--- src/rtl/core/rgpc_pkg.sv ---
`timescale 1ns / 1ps
package rgpc_pkg;

  // Default field widths
  localparam int unsigned TAG_BITS_DEF    = 16;
  localparam int unsigned RADIUS_BITS_DEF = 18;
  localparam int unsigned HEIGHT_W        = 16;

  // Config port
  localparam int unsigned CFG_IDX_W  = 3;
  localparam int unsigned CFG_DATA_W = 18;

  // Config reset values
  localparam int unsigned LOCAL_TAN_RST     = 5793;
  localparam int unsigned GENERAL_TAN_RST   = 2293;
  localparam int unsigned MIN_HEIGHT_RST    = 50;
  localparam int unsigned RING_SPACING_RST  = 100;
  localparam int unsigned RECLASS_GAP_RST   = 200;
  localparam int          MOUNT_HEIGHT_RST  = 1800;

  // Previous point height after reset: ground plane under the sensor
  localparam logic signed [HEIGHT_W:0] LAST_HEIGHT_RST = (HEIGHT_W+1)'(-MOUNT_HEIGHT_RST);

  // Decoupling queue between front and back
  localparam int unsigned FIFO_DEPTH = 8;
  localparam int unsigned FIFO_CNT_W = $clog2(FIFO_DEPTH + 1);

  typedef enum logic [CFG_IDX_W-1:0] {
    REG_LOCAL_TAN     = 3'd0,
    REG_GENERAL_TAN   = 3'd1,
    REG_MIN_HEIGHT    = 3'd2,
    REG_RING_SPACING  = 3'd3,
    REG_RECLASS_GAP   = 3'd4,
    REG_MOUNT_HEIGHT  = 3'd5
  } rgpc_reg_e;

  typedef struct packed {
    logic [15:0] local_tan;
    logic [15:0] general_tan;
    logic [15:0] min_height;
    logic [17:0] ring_spacing;
    logic [17:0] reclass_gap;
    logic [14:0] mount_height;
  } cfg_t;

  // Per-point test results handed from front to back
  typedef struct packed {
    logic ray_start;
    logic local_ok;
    logic general_ok;
    logic reclass_ok;
  } cls_t;

endpackage

--- src/rtl/core/rgpc_front.sv ---
`timescale 1ns / 1ps
module rgpc_front #(
  parameter int unsigned TAG_BITS    = rgpc_pkg::TAG_BITS_DEF,
  parameter int unsigned RADIUS_BITS = rgpc_pkg::RADIUS_BITS_DEF
) (
  input  logic                               clk_i,
  input  logic                               rst_ni,
  input  rgpc_pkg::cfg_t                     cfg_i,
  input  logic                               in_valid_i,
  output logic                               in_stall_o,
  input  logic [RADIUS_BITS-1:0]             radius_i,
  input  logic signed [rgpc_pkg::HEIGHT_W-1:0] height_i,
  input  logic                               ray_start_i,
  input  logic [TAG_BITS-1:0]                point_tag_i,
  input  logic [rgpc_pkg::FIFO_CNT_W-1:0]    fifo_cnt_i,
  output logic [1:0]                         inflight_o,
  output logic                               push_o,
  output logic [TAG_BITS-1:0]                push_tag_o,
  output rgpc_pkg::cls_t                     push_cls_o
);

  localparam int unsigned HW   = rgpc_pkg::HEIGHT_W;
  localparam int unsigned SW   = RADIUS_BITS + 1;            // radial step
  localparam int unsigned PW   = RADIUS_BITS + 18;           // local tan * step
  localparam int unsigned TW   = (PW > 33) ? PW : 33;        // threshold incl. floor
  localparam int unsigned LW   = TW - 16;                    // threshold in mm
  localparam int unsigned CW   = ((LW > HW + 2) ? LW : HW + 2) + 1;
  localparam int unsigned GW   = RADIUS_BITS + 16;           // general tan * radius
  localparam int unsigned CMPW = ((RADIUS_BITS > 18) ? RADIUS_BITS : 18) + 2;
  localparam int unsigned UW   = rgpc_pkg::FIFO_CNT_W + 1;

  // diff*65536 within +-limit  <=>  diff within +-floor(limit/65536)
  function automatic logic in_win(input logic signed [CW-1:0] x,
                                  input logic signed [CW-1:0] lim);
    return (x <= lim) && (-x <= lim);
  endfunction

  logic                        accept;
  logic [RADIUS_BITS-1:0]      lr_eff;
  logic signed [HW:0]          lh_eff;
  logic signed [SW-1:0]        step_d;
  logic signed [HW+1:0]        diff_d;
  logic signed [HW+1:0]        hgnd_d;
  logic [UW-1:0]               used;

  logic [RADIUS_BITS-1:0]      last_radius_q;
  logic signed [HW:0]          last_height_q;

  logic                        s1_v_q;
  logic signed [SW-1:0]        s1_step_q;
  logic signed [HW+1:0]        s1_diff_q;
  logic signed [HW+1:0]        s1_hgnd_q;
  logic [RADIUS_BITS-1:0]      s1_radius_q;
  logic                        s1_start_q;
  logic [TAG_BITS-1:0]         s1_tag_q;

  logic signed [PW-1:0]        lprod;
  logic [GW-1:0]               gprod;
  logic signed [CMPW-1:0]      step_c;
  logic                        gt_ring;
  logic                        gt_gap;

  logic                        s2_v_q;
  logic signed [PW-1:0]        s2_lprod_q;
  logic [GW-1:0]               s2_gprod_q;
  logic                        s2_gt_ring_q;
  logic                        s2_gt_gap_q;
  logic signed [HW+1:0]        s2_diff_q;
  logic signed [HW+1:0]        s2_hgnd_q;
  logic                        s2_start_q;
  logic [TAG_BITS-1:0]         s2_tag_q;

  logic signed [TW-1:0]        lthr_w;
  logic signed [TW-1:0]        floor_w;
  logic signed [TW-1:0]        lthr;
  logic signed [CW-1:0]        lim_loc;
  logic signed [CW-1:0]        lim_gen;
  logic signed [CW-1:0]        diff_c;
  logic signed [CW-1:0]        hgnd_c;

  // Credit check: queue entries plus words in flight never exceed queue depth
  assign used = UW'(fifo_cnt_i) + UW'(s1_v_q) + UW'(s2_v_q);
  assign in_stall_o = (used >= UW'(rgpc_pkg::FIFO_DEPTH));
  assign accept = in_valid_i && !in_stall_o;
  assign inflight_o = 2'(s1_v_q) + 2'(s2_v_q);

  // Stage 0: previous point (reset at ray start), step and height differences
  assign lr_eff = ray_start_i ? '0 : last_radius_q;
  assign lh_eff = ray_start_i ? -$signed({2'b00, cfg_i.mount_height}) : last_height_q;
  assign step_d = $signed({1'b0, radius_i}) - $signed({1'b0, lr_eff});
  assign diff_d = (HW+2)'(height_i) - (HW+2)'(lh_eff);
  assign hgnd_d = (HW+2)'(height_i) + $signed({3'b000, cfg_i.mount_height});

  always_ff @(posedge clk_i or negedge rst_ni) begin
    if (!rst_ni) begin
      last_radius_q <= '0;
      last_height_q <= rgpc_pkg::LAST_HEIGHT_RST;
      s1_v_q        <= 1'b0;
      s2_v_q        <= 1'b0;
    end else begin
      s1_v_q <= accept;
      s2_v_q <= s1_v_q;
      if (accept) begin
        last_radius_q <= radius_i;
        last_height_q <= (HW+1)'(height_i);
      end
    end
  end

  always_ff @(posedge clk_i) begin
    s1_step_q   <= step_d;
    s1_diff_q   <= diff_d;
    s1_hgnd_q   <= hgnd_d;
    s1_radius_q <= radius_i;
    s1_start_q  <= ray_start_i;
    s1_tag_q    <= point_tag_i;
  end

  // Stage 1: slope products and gap compares
  assign lprod   = PW'($signed({1'b0, cfg_i.local_tan}) * s1_step_q);
  assign gprod   = GW'(cfg_i.general_tan * s1_radius_q);
  assign step_c  = CMPW'(s1_step_q);
  assign gt_ring = step_c > $signed(CMPW'({1'b0, cfg_i.ring_spacing}));
  assign gt_gap  = step_c > $signed(CMPW'({1'b0, cfg_i.reclass_gap}));

  always_ff @(posedge clk_i) begin
    s2_lprod_q   <= lprod;
    s2_gprod_q   <= gprod;
    s2_gt_ring_q <= gt_ring;
    s2_gt_gap_q  <= gt_gap;
    s2_diff_q    <= s1_diff_q;
    s2_hgnd_q    <= s1_hgnd_q;
    s2_start_q   <= s1_start_q;
    s2_tag_q     <= s1_tag_q;
  end

  // Stage 2: floor on the local threshold, window tests, push to queue
  assign lthr_w  = TW'(s2_lprod_q);
  assign floor_w = TW'($signed({1'b0, cfg_i.min_height, 16'h0000}));
  assign lthr    = (s2_gt_ring_q && (lthr_w < floor_w)) ? floor_w : lthr_w;
  assign lim_loc = CW'($signed(lthr[TW-1:16]));
  assign lim_gen = CW'($signed({1'b0, s2_gprod_q[GW-1:16]}));
  assign diff_c  = CW'(s2_diff_q);
  assign hgnd_c  = CW'(s2_hgnd_q);

  assign push_o                = s2_v_q;
  assign push_tag_o            = s2_tag_q;
  assign push_cls_o.ray_start  = s2_start_q;
  assign push_cls_o.local_ok   = in_win(diff_c, lim_loc);
  assign push_cls_o.general_ok = in_win(hgnd_c, lim_gen);
  assign push_cls_o.reclass_ok = s2_gt_gap_q && in_win(hgnd_c, lim_loc);

endmodule

--- src/rtl/core/rgpc_fifo.sv ---
`timescale 1ns / 1ps
module rgpc_fifo #(
  parameter int unsigned WIDTH = 20,
  parameter int unsigned DEPTH = rgpc_pkg::FIFO_DEPTH
) (
  input  logic                       clk_i,
  input  logic                       rst_ni,
  input  logic                       push_i,
  input  logic [WIDTH-1:0]           wdata_i,
  input  logic                       pop_i,
  output logic [WIDTH-1:0]           rdata_o,
  output logic                       empty_o,
  output logic [$clog2(DEPTH+1)-1:0] cnt_o
);

  localparam int unsigned PTR_W = (DEPTH > 1) ? $clog2(DEPTH) : 1;
  localparam int unsigned CNT_W = $clog2(DEPTH + 1);

  logic [WIDTH-1:0] mem_q [DEPTH];
  logic [PTR_W-1:0] wr_ptr_q;
  logic [PTR_W-1:0] rd_ptr_q;
  logic [CNT_W-1:0] cnt_q;

  function automatic logic [PTR_W-1:0] ptr_inc(input logic [PTR_W-1:0] p);
    return (p == PTR_W'(DEPTH - 1)) ? '0 : p + 1'b1;
  endfunction

  assign rdata_o = mem_q[rd_ptr_q];
  assign empty_o = (cnt_q == '0);
  assign cnt_o   = cnt_q;

  // Pointers and fill count
  always_ff @(posedge clk_i or negedge rst_ni) begin
    if (!rst_ni) begin
      wr_ptr_q <= '0;
      rd_ptr_q <= '0;
      cnt_q    <= '0;
    end else begin
      if (push_i) wr_ptr_q <= ptr_inc(wr_ptr_q);
      if (pop_i)  rd_ptr_q <= ptr_inc(rd_ptr_q);
      unique case ({push_i, pop_i})
        2'b10:   cnt_q <= cnt_q + 1'b1;
        2'b01:   cnt_q <= cnt_q - 1'b1;
        default: cnt_q <= cnt_q;
      endcase
    end
  end

  // Storage
  always_ff @(posedge clk_i) begin
    if (push_i) begin
      mem_q[wr_ptr_q] <= wdata_i;
    end
  end

endmodule

--- src/rtl/core/rgpc_back.sv ---
`timescale 1ns / 1ps
module rgpc_back #(
  parameter int unsigned TAG_BITS = rgpc_pkg::TAG_BITS_DEF
) (
  input  logic                clk_i,
  input  logic                rst_ni,
  input  logic                empty_i,
  input  logic [TAG_BITS-1:0] tag_i,
  input  rgpc_pkg::cls_t      cls_i,
  output logic                pop_o,
  output logic                out_valid_o,
  input  logic                out_stall_i,
  output logic [TAG_BITS-1:0] point_tag_res_o,
  output logic                is_ground_o
);

  logic                out_valid_q;
  logic                last_ground_q;
  logic [TAG_BITS-1:0] tag_q;
  logic                ground_q;
  logic                lg;
  logic                ground;

  // Take a word when the output register is free or being drained
  assign pop_o = !empty_i && (!out_valid_q || !out_stall_i);

  // Ground decision: the only part that depends on the previous result
  assign lg     = cls_i.ray_start ? 1'b0 : last_ground_q;
  assign ground = cls_i.local_ok ? (lg || cls_i.general_ok) : cls_i.reclass_ok;

  always_ff @(posedge clk_i or negedge rst_ni) begin
    if (!rst_ni) begin
      out_valid_q   <= 1'b0;
      last_ground_q <= 1'b0;
    end else begin
      if (pop_o) begin
        out_valid_q   <= 1'b1;
        last_ground_q <= ground;
      end else if (!out_stall_i) begin
        out_valid_q <= 1'b0;
      end
    end
  end

  always_ff @(posedge clk_i) begin
    if (pop_o) begin
      tag_q    <= tag_i;
      ground_q <= ground;
    end
  end

  assign out_valid_o     = out_valid_q;
  assign point_tag_res_o = tag_q;
  assign is_ground_o     = ground_q;

endmodule

--- src/rtl/core/ray_ground_point_classifier_top.sv ---
`timescale 1ns / 1ps
// From accept to out_valid_o a word passes two front stages, the queue and the output reg.
// Throughput: one word per cycle when not stalled; products and window tests are pipelined
// in the front, and only the one-bit ground recurrence sits in the back stage.
// in_stall_o rises when the 8-entry queue plus the two front stages hold 8 words.
// Reset (async, active low) empties pipeline, queue and output, sets config to defaults
// and the previous point to radius 0, height -1800 mm, not ground.
module ray_ground_point_classifier_top #(
  parameter int unsigned TAG_BITS    = rgpc_pkg::TAG_BITS_DEF,
  parameter int unsigned RADIUS_BITS = rgpc_pkg::RADIUS_BITS_DEF
) (
  input  logic                                 clk_i,
  input  logic                                 rst_ni,
  input  logic                                 cfg_we_i,
  input  logic [rgpc_pkg::CFG_IDX_W-1:0]       cfg_idx_i,
  input  logic [rgpc_pkg::CFG_DATA_W-1:0]      cfg_wdata_i,
  input  logic                                 in_valid_i,
  output logic                                 in_stall_o,
  input  logic [RADIUS_BITS-1:0]               radius_i,
  input  logic signed [rgpc_pkg::HEIGHT_W-1:0] height_i,
  input  logic                                 ray_start_i,
  input  logic [TAG_BITS-1:0]                  point_tag_i,
  output logic                                 out_valid_o,
  input  logic                                 out_stall_i,
  output logic [TAG_BITS-1:0]                  point_tag_res_o,
  output logic                                 is_ground_o
);

  localparam int unsigned CLS_W  = $bits(rgpc_pkg::cls_t);
  localparam int unsigned WORD_W = TAG_BITS + CLS_W;
  localparam int unsigned CNT_W  = rgpc_pkg::FIFO_CNT_W;

  rgpc_pkg::cfg_t        cfg_q;
  logic [CNT_W-1:0]      fifo_cnt;
  logic [1:0]            inflight;
  logic                  fifo_push;
  logic [TAG_BITS-1:0]   push_tag;
  rgpc_pkg::cls_t        push_cls;
  logic                  fifo_pop;
  logic                  fifo_empty;
  logic [WORD_W-1:0]     fifo_rdata;
  rgpc_pkg::cls_t        pop_cls;
  logic [TAG_BITS-1:0]   pop_tag;

  // Configuration registers
  always_ff @(posedge clk_i or negedge rst_ni) begin
    if (!rst_ni) begin
      cfg_q.local_tan     <= 16'(rgpc_pkg::LOCAL_TAN_RST);
      cfg_q.general_tan   <= 16'(rgpc_pkg::GENERAL_TAN_RST);
      cfg_q.min_height    <= 16'(rgpc_pkg::MIN_HEIGHT_RST);
      cfg_q.ring_spacing  <= 18'(rgpc_pkg::RING_SPACING_RST);
      cfg_q.reclass_gap   <= 18'(rgpc_pkg::RECLASS_GAP_RST);
      cfg_q.mount_height  <= 15'(rgpc_pkg::MOUNT_HEIGHT_RST);
    end else if (cfg_we_i) begin
      unique case (cfg_idx_i)
        rgpc_pkg::REG_LOCAL_TAN:     cfg_q.local_tan     <= cfg_wdata_i[15:0];
        rgpc_pkg::REG_GENERAL_TAN:   cfg_q.general_tan   <= cfg_wdata_i[15:0];
        rgpc_pkg::REG_MIN_HEIGHT:    cfg_q.min_height    <= cfg_wdata_i[15:0];
        rgpc_pkg::REG_RING_SPACING:  cfg_q.ring_spacing  <= cfg_wdata_i[17:0];
        rgpc_pkg::REG_RECLASS_GAP:   cfg_q.reclass_gap   <= cfg_wdata_i[17:0];
        rgpc_pkg::REG_MOUNT_HEIGHT:  cfg_q.mount_height  <= cfg_wdata_i[14:0];
        default: ;
      endcase
    end
  end

  // Front: accept, window tests
  rgpc_front #(
    .TAG_BITS    (TAG_BITS),
    .RADIUS_BITS (RADIUS_BITS)
  ) u_front (
    .clk_i       (clk_i),
    .rst_ni      (rst_ni),
    .cfg_i       (cfg_q),
    .in_valid_i  (in_valid_i),
    .in_stall_o  (in_stall_o),
    .radius_i    (radius_i),
    .height_i    (height_i),
    .ray_start_i (ray_start_i),
    .point_tag_i (point_tag_i),
    .fifo_cnt_i  (fifo_cnt),
    .inflight_o  (inflight),
    .push_o      (fifo_push),
    .push_tag_o  (push_tag),
    .push_cls_o  (push_cls)
  );

  // Decoupling queue
  rgpc_fifo #(
    .WIDTH (WORD_W),
    .DEPTH (rgpc_pkg::FIFO_DEPTH)
  ) u_fifo (
    .clk_i   (clk_i),
    .rst_ni  (rst_ni),
    .push_i  (fifo_push),
    .wdata_i ({push_tag, push_cls}),
    .pop_i   (fifo_pop),
    .rdata_o (fifo_rdata),
    .empty_o (fifo_empty),
    .cnt_o   (fifo_cnt)
  );

  assign pop_tag = fifo_rdata[WORD_W-1:CLS_W];
  assign pop_cls = fifo_rdata[CLS_W-1:0];

  // Back: ground recurrence and output register
  rgpc_back #(
    .TAG_BITS (TAG_BITS)
  ) u_back (
    .clk_i           (clk_i),
    .rst_ni          (rst_ni),
    .empty_i         (fifo_empty),
    .tag_i           (pop_tag),
    .cls_i           (pop_cls),
    .pop_o           (fifo_pop),
    .out_valid_o     (out_valid_o),
    .out_stall_i     (out_stall_i),
    .point_tag_res_o (point_tag_res_o),
    .is_ground_o     (is_ground_o)
  );

  // Credit scheme keeps words in flight within queue space
  a_credit: assert property (@(posedge clk_i) disable iff (!rst_ni)
    ((CNT_W+1)'(fifo_cnt) + (CNT_W+1)'(inflight)) <= (CNT_W+1)'(rgpc_pkg::FIFO_DEPTH))
    else $error("front words in flight exceed queue space");

  a_no_overflow: assert property (@(posedge clk_i) disable iff (!rst_ni)
    fifo_push |-> (fifo_cnt != CNT_W'(rgpc_pkg::FIFO_DEPTH)) || fifo_pop)
    else $error("push into full queue");

  a_no_underflow: assert property (@(posedge clk_i) disable iff (!rst_ni)
    fifo_pop |-> (fifo_cnt != '0))
    else $error("pop from empty queue");

endmodule
--- config.mk ---
export PLATFORM = sky130hd
export DESIGN_NAME = ray_ground_point_classifier_top
export DESIGN_NICKNAME = d
export VERILOG_FILES = /design/src/rtl/core/rgpc_pkg.sv /design/src/rtl/core/rgpc_front.sv /design/src/rtl/core/rgpc_fifo.sv /design/src/rtl/core/rgpc_back.sv /design/src/rtl/core/ray_ground_point_classifier_top.sv
export SDC_FILE = /design/constraint.sdc
export NUM_CORES = 2
export LEC_CHECK = 0
export BUFFER_PORTS_ARGS = -buffer_cell sky130_fd_sc_hd__buf_2
export CAP_MARGIN = 20
export CORE_AREA = 2 2 252 254
export CTS_CLUSTER_SIZE = 24
export DETAILED_ROUTE_END_ITERATION = 12
export DIE_AREA = 0 0 254 256
export PLACE_DENSITY_LB_ADDON = 0.08
export SYNTH_ARGS = -nofsm -noshare
export SYNTH_HDL_FRONTEND = slang
export SYNTH_HIERARCHICAL = 1
export SYNTH_SLANG_ARGS = --single-unit
--- constraint.sdc ---
create_clock -name clk_i -period 13.85 [get_ports clk_i]
set_clock_uncertainty 0.2 [all_clocks]
set_input_delay 0.6925 -clock clk_i [delete_from_list [all_inputs] [get_ports clk_i]]
set_output_delay 0.6925 -clock clk_i [all_outputs]
set_load 0.05 [all_outputs]
# Yosys cells after proc, flatten, opt, wreduce, memory -nomap -nowiden
# Memory sizes are Yosys's and may differ from the RTL's.
# Cells that the tools add are included.
[totals]
ff_bits = 379
ramBits = 160
in_bits = 77
output_inout_bits = 19
n_memories = 1
[classes]
add_sub_neg = 12
mul = 2
magnitude_cmp = 10
eq_ne = 10
muxes = 12
n_reduce_logical = 22
[memory_table]
columns = ["name", "depth", "width", "read_ports", "rd_ports_with_merged_regs", "write_ports", "line", "text"]
rows = [
  ["u_fifo.mem_q", 8, 20, 1, 0, 1, "rgpc_fifo.sv:19", "logic [WIDTH-1:0] mem_q [DEPTH];"],
]
[op_table]
columns = ["op", "n"]
rows = [
  ["21-bit by 20-bit less-or-equal comparator with 1-bit output", 2],
  ["18-bit negator with 21-bit output", 2],
  ["18-bit by 20-bit less-or-equal comparator with 1-bit output", 2],
  ["19-bit greater-than comparator", 2],
  ["36-bit by 33-bit less-than comparator with 1-bit output", 1],
  ["17-bit by 19-bit multiplier with 36-bit output", 1],
  ["36-bit 2-to-1 mux", 1],
  ["16-bit by 18-bit multiplier with 34-bit output", 1],
  ["21-bit by 19-bit less-or-equal comparator with 1-bit output", 1],
  ["18-bit by 19-bit less-or-equal comparator with 1-bit output", 1],
  ["18-bit by 18-bit subtractor with 19-bit output", 1],
  ["18-bit 2-to-1 mux", 1],
  ["16-bit by 17-bit subtractor with 18-bit output", 1],
  ["16-bit by 16-bit adder with 17-bit output", 1],
  ["17-bit 2-to-1 mux", 1],
  ["15-bit negator with 17-bit output", 1],
  ["3-bit == test (second input constant)", 4],
  ["2-bit AND reduction", 6],
  ["4-bit case mux with 2 select lines", 1],
  ["1-bit logical AND", 7],
  ["3-bit by 1-bit adder with 3-bit output (second input constant)", 2],
  ["3-bit by 2-bit == test with 1-bit output (second input constant)", 2],
  ["1-bit 2-to-1 mux", 6],
  ["3-bit 2-to-1 mux", 2],
  ["other kinds (14)", 18],
]

# Depth between registers and ports, before layout
[depth]
ltp_word = 6
ltp_mapped = 24

# Cells and area by module
# Netlist, hierarchy kept.
[by_module_without_submodules]
columns = ["module", "n_inst", "cells_per_inst", "area_per_inst_um2"]
rows = [
  ["rgpc_front", 1, 3500, 32087.0],
  ["rgpc_fifo", 1, 289, 6729.0],
  ["ray_ground_point_classifier_top", 1, 214, 3935.0],
  ["rgpc_back", 1, 27, 618.1],
]

# Worst setup path after synthesis
# Ideal clock, no wire load.
[synth_timing]
path_type = "register to register"
start = "register cfg_q[93] in the netlist's numbering"
end = "register u_front.s2_lprod_q[35], in the netlist u_front/lthr_w[35]"
arrival_time_ns = 6.270
t_required_ns = 13.530
path_slack_ns = 7.260
stages_incl_launch_ff = 21
path_buffers = 2
period_less_slack_ns = 6.590
cell_sequence = "dfstp_2 clkbuf_1 buf_1 nand2_1 fa_1 inv_1 fa_1 fa_1 fa_1 fa_1 inv_1 fa_1 inv_1 ha_1 nand4_1 or4b_1 a211o_1 a21boi_1 a221o_1 a21oi_1 xnor2_1"
[synth_between]
elab_chain_len = 1
[synth_rtl]
columns = ["element", "line", "text"]
rows = [
  ["from (decl)", "ray_ground_point_classifier_top.sv:33", "rgpc_pkg::cfg_t cfg_q;"],
  ["17-bit by 19-bit multiplier with 36-bit output", "rgpc_front.sv:120", "assign lprod = PW'($signed({1'b0, cfg_i.local_tan}) * s1_step_q);"],
  ["named net u_front.lprod[35]", "rgpc_front.sv:57", "logic signed [PW-1:0] lprod;"],
  ["to (signal assigned)", "rgpc_front.sv:127", "s2_lprod_q <= lprod;"],
  ["to (decl)", "rgpc_front.sv:64", "logic signed [PW-1:0] s2_lprod_q;"],
]
# The timed path passes the listed nets, and every way through them passes these cells.
# A chain may end at the register's enable or synchronous reset.

# Worst setup path in the final report
[layout_timing]
start = "register u_front.s1_radius_q[10]"
end = "register u_front.s2_gprod_q[32]"
[layout_between]
elab_chain_len = 1
[layout_rtl]
columns = ["element", "line", "text"]
rows = [
  ["from (decl)", "rgpc_front.sv:53", "logic [RADIUS_BITS-1:0] s1_radius_q;"],
  ["from (signal assigned)", "rgpc_front.sv:114", "s1_radius_q <= radius_i;"],
  ["16-bit by 18-bit multiplier with 34-bit output", "rgpc_front.sv:121", "assign gprod = GW'(cfg_i.general_tan * s1_radius_q);"],
  ["named net u_front.gprod[32]", "rgpc_front.sv:58", "logic [GW-1:0] gprod;"],
  ["to (signal assigned)", "rgpc_front.sv:128", "s2_gprod_q <= gprod;"],
  ["to (decl)", "rgpc_front.sv:65", "logic [GW-1:0] s2_gprod_q;"],
]
# The timed path passes the listed nets, and every way through them passes these cells.

==> out/qor.yml <==
clock_latency_ns: 0.66
drtPass1Iterations: 7
grt_remaining_overflow: 0
rows: 92
max_slew.worst_pin.slew_ns: 0.987
clock_path_buffers: 3
gp_routability_congestion: 0.945
max_freq_mhz: 139
drive_gt1_frac: 0.0991
drv_cap: 0
fin_nets: 5139
drt_iter0_drc: 2286
critPathLaunchType: "register"
grt_max_degree: 90
hold_violations: 0
cpMostUsedCell: "fa_1"
vias: 29289
slew_headroom: 0.342
grt_antenna_before_repair: 4
yosysWarnings: 6
status: "complete, no violations"
final_common_cell: "inv_1"
floorplan.die.width_um: 254
ioPinCount: 96
period_needed_ns: 7.21
synthCells: 4029
dpl.hpwl_um: 77800
placed_area_sq_um: 44600
die_y_um: 256
wl_per_cell_um: 21.5
fin_tns_setup_ns: 0
path_buf_inv: 3
core_sq_um: 62400
clk_pin_slew_worst_paths_ns: 0.06
crit_path_end_kind: "register"
cts-htree-levels: 2
cts.sinks: 505
grt_pass1_vias: 30980
numCtsBuffers: 54
slew_violations: 0
slowest_stage: "dfxtp_1"
synth_nets: 5056
dieArea_sq_um: 65000
rsz0062_at_grt: "no"
ant_nets: 0
drc: 0
root_buffer: "clkbuf_16"
synth_area_sq_um: 43400
post_cts_resized: 0
groute.usage.overall: 0.345
initial_core_util: 0.695
min-delay-path-class: "in -> reg"
arrival_ns: 7.53
cp.required_ns: 14.17
most-common-layout-cells: "695 x inv_1, 530 x fa_1, 483 x nand2_1, 420 x ha_1, 262 x and2_1"
crit_path_max_fanout: 16
max_stage_delay_ns: 0.77
critPathTopFamily: "adder cells"
syn_avg_cell_area_sq_um: 10.8
finalInstanceArea_sq_um: 46700
crit_type: "reg -> reg"
fillers: 4348
routed_wl_um: 108000
cts_setup_buffers: 0
port_buffers: 95
fin_crit_sh: 0.521
routed_via_density: 5.85
grt_pass1_wl_um: 171000
setup_violations: 0
cp_cell_sequence: "nand2_1 > fa_1 > fa_1 > fa_1 > fa_1 > inv_1 > fa_1 > inv_1 > fa_1 > inv_1 > ha_1 > a2111oi_1 > o21ai_2 > a2111oi_4 > nor4_1 > a211o_1 > or4_4 > a31oi_4 > xnor2_1"
syn2layout_area_growth_pct: 7.60
cts_tree: "yes"
final cells by class:
cell class	instances	area [sq um]	area share
antenna	6	15.0	0.000322
clock buffer	71	1490	0.0318
clock inverter	31	337	0.00721
inverter	695	2610	0.0559
multi-input combinational	2707	27600	0.591
sequential	505	12700	0.271
tap	846	1060	0.0227
timing repair buffer	149	935	0.0200
state kept, by name, summed over array words and instances, names as in the netlist, 17 cells and up:
signal	flops
u_fifo/mem_q	160
cfg_q	99
u_front/lthr_w	20
u_front/s1_step_q	19
u_front/last_radius_q	18
u_front/s1_diff_q	18
u_front/s1_radius_q	18
u_front/s2_diff_q	18
u_front/s2_gprod_q	18
u_front/s1_hgnd_q	17
u_front/s2_hgnd_q	17
worst register-to-register path, cell delays in order (launching register included):
cell and delay [ns]:
dfxtp_1 0.77, nand2_1 0.18, fa_1 0.53, fa_1 0.58, fa_1 0.46, fa_1 0.56
inv_1 0.06, fa_1 0.47, inv_1 0.05, fa_1 0.48, inv_1 0.05, ha_1 0.29
a2111oi_1 0.57, o21ai_2 0.17, a2111oi_4 0.56, nor4_1 0.13, a211o_1 0.28, or4_4 0.45
a31oi_4 0.17, xnor2_1 0.13
path summary, 6_finish.rpt:
path | startpoint | to | slack, ns | depth (start not counted)
min in group asynchronous | rst_ni | cfg_q[45] | 0.55 | 2
setup / recovery | u_front/s1_radius_q[10] | u_front/s2_gprod_q[32] | 6.64 | 19
setup reg to reg | u_front/s1_radius_q[10] | u_front/s2_gprod_q[32] | 6.64 | 19
hold reg to reg | u_front/s1_diff_q[0] | u_front/s2_diff_q[0] | 0.11 | 0
hold / removal | radius_i[12] | u_front/s1_radius_q[12] | 0.03 | 1
max in group asynchronous | rst_ni | u_fifo/rd_ptr_q[0] | 11.45 | 3
routing by layer:
layer	GRT usage	share of wire
met3	0.0716	0.084
met5	0	0.00012
met1	0.473	0.41
met4	0.127	0.039
met2	0.546	0.46
per-stage QoR:
stage / std cells / worst slack [ns] / hold slack, ns / utilization
after detailed placement: 4883 / 6.73 / 0.112 / 0.715
after global placement: 4883 / 6.78 / 0.110 / 0.715
after global routing: 5007 / 6.32 / 0.0324 / 0.748
after floorplan: 4029 / 7.26 / 0.110 / -
final: 5010 / 6.64 / 0.0344 / 0.748
after CTS: 5004 / 6.66 / 0.0158 / 0.748
repair_timing:
action,4_1_cts,5_1_grt
setup endpoints to repair,0,0
hold buffers,19,0
hold endpoints to repair,50,0
Power is left out: the tool's default activity adds up to more than one toggle a clock period on the data nets, which glitch-free logic cannot reach.
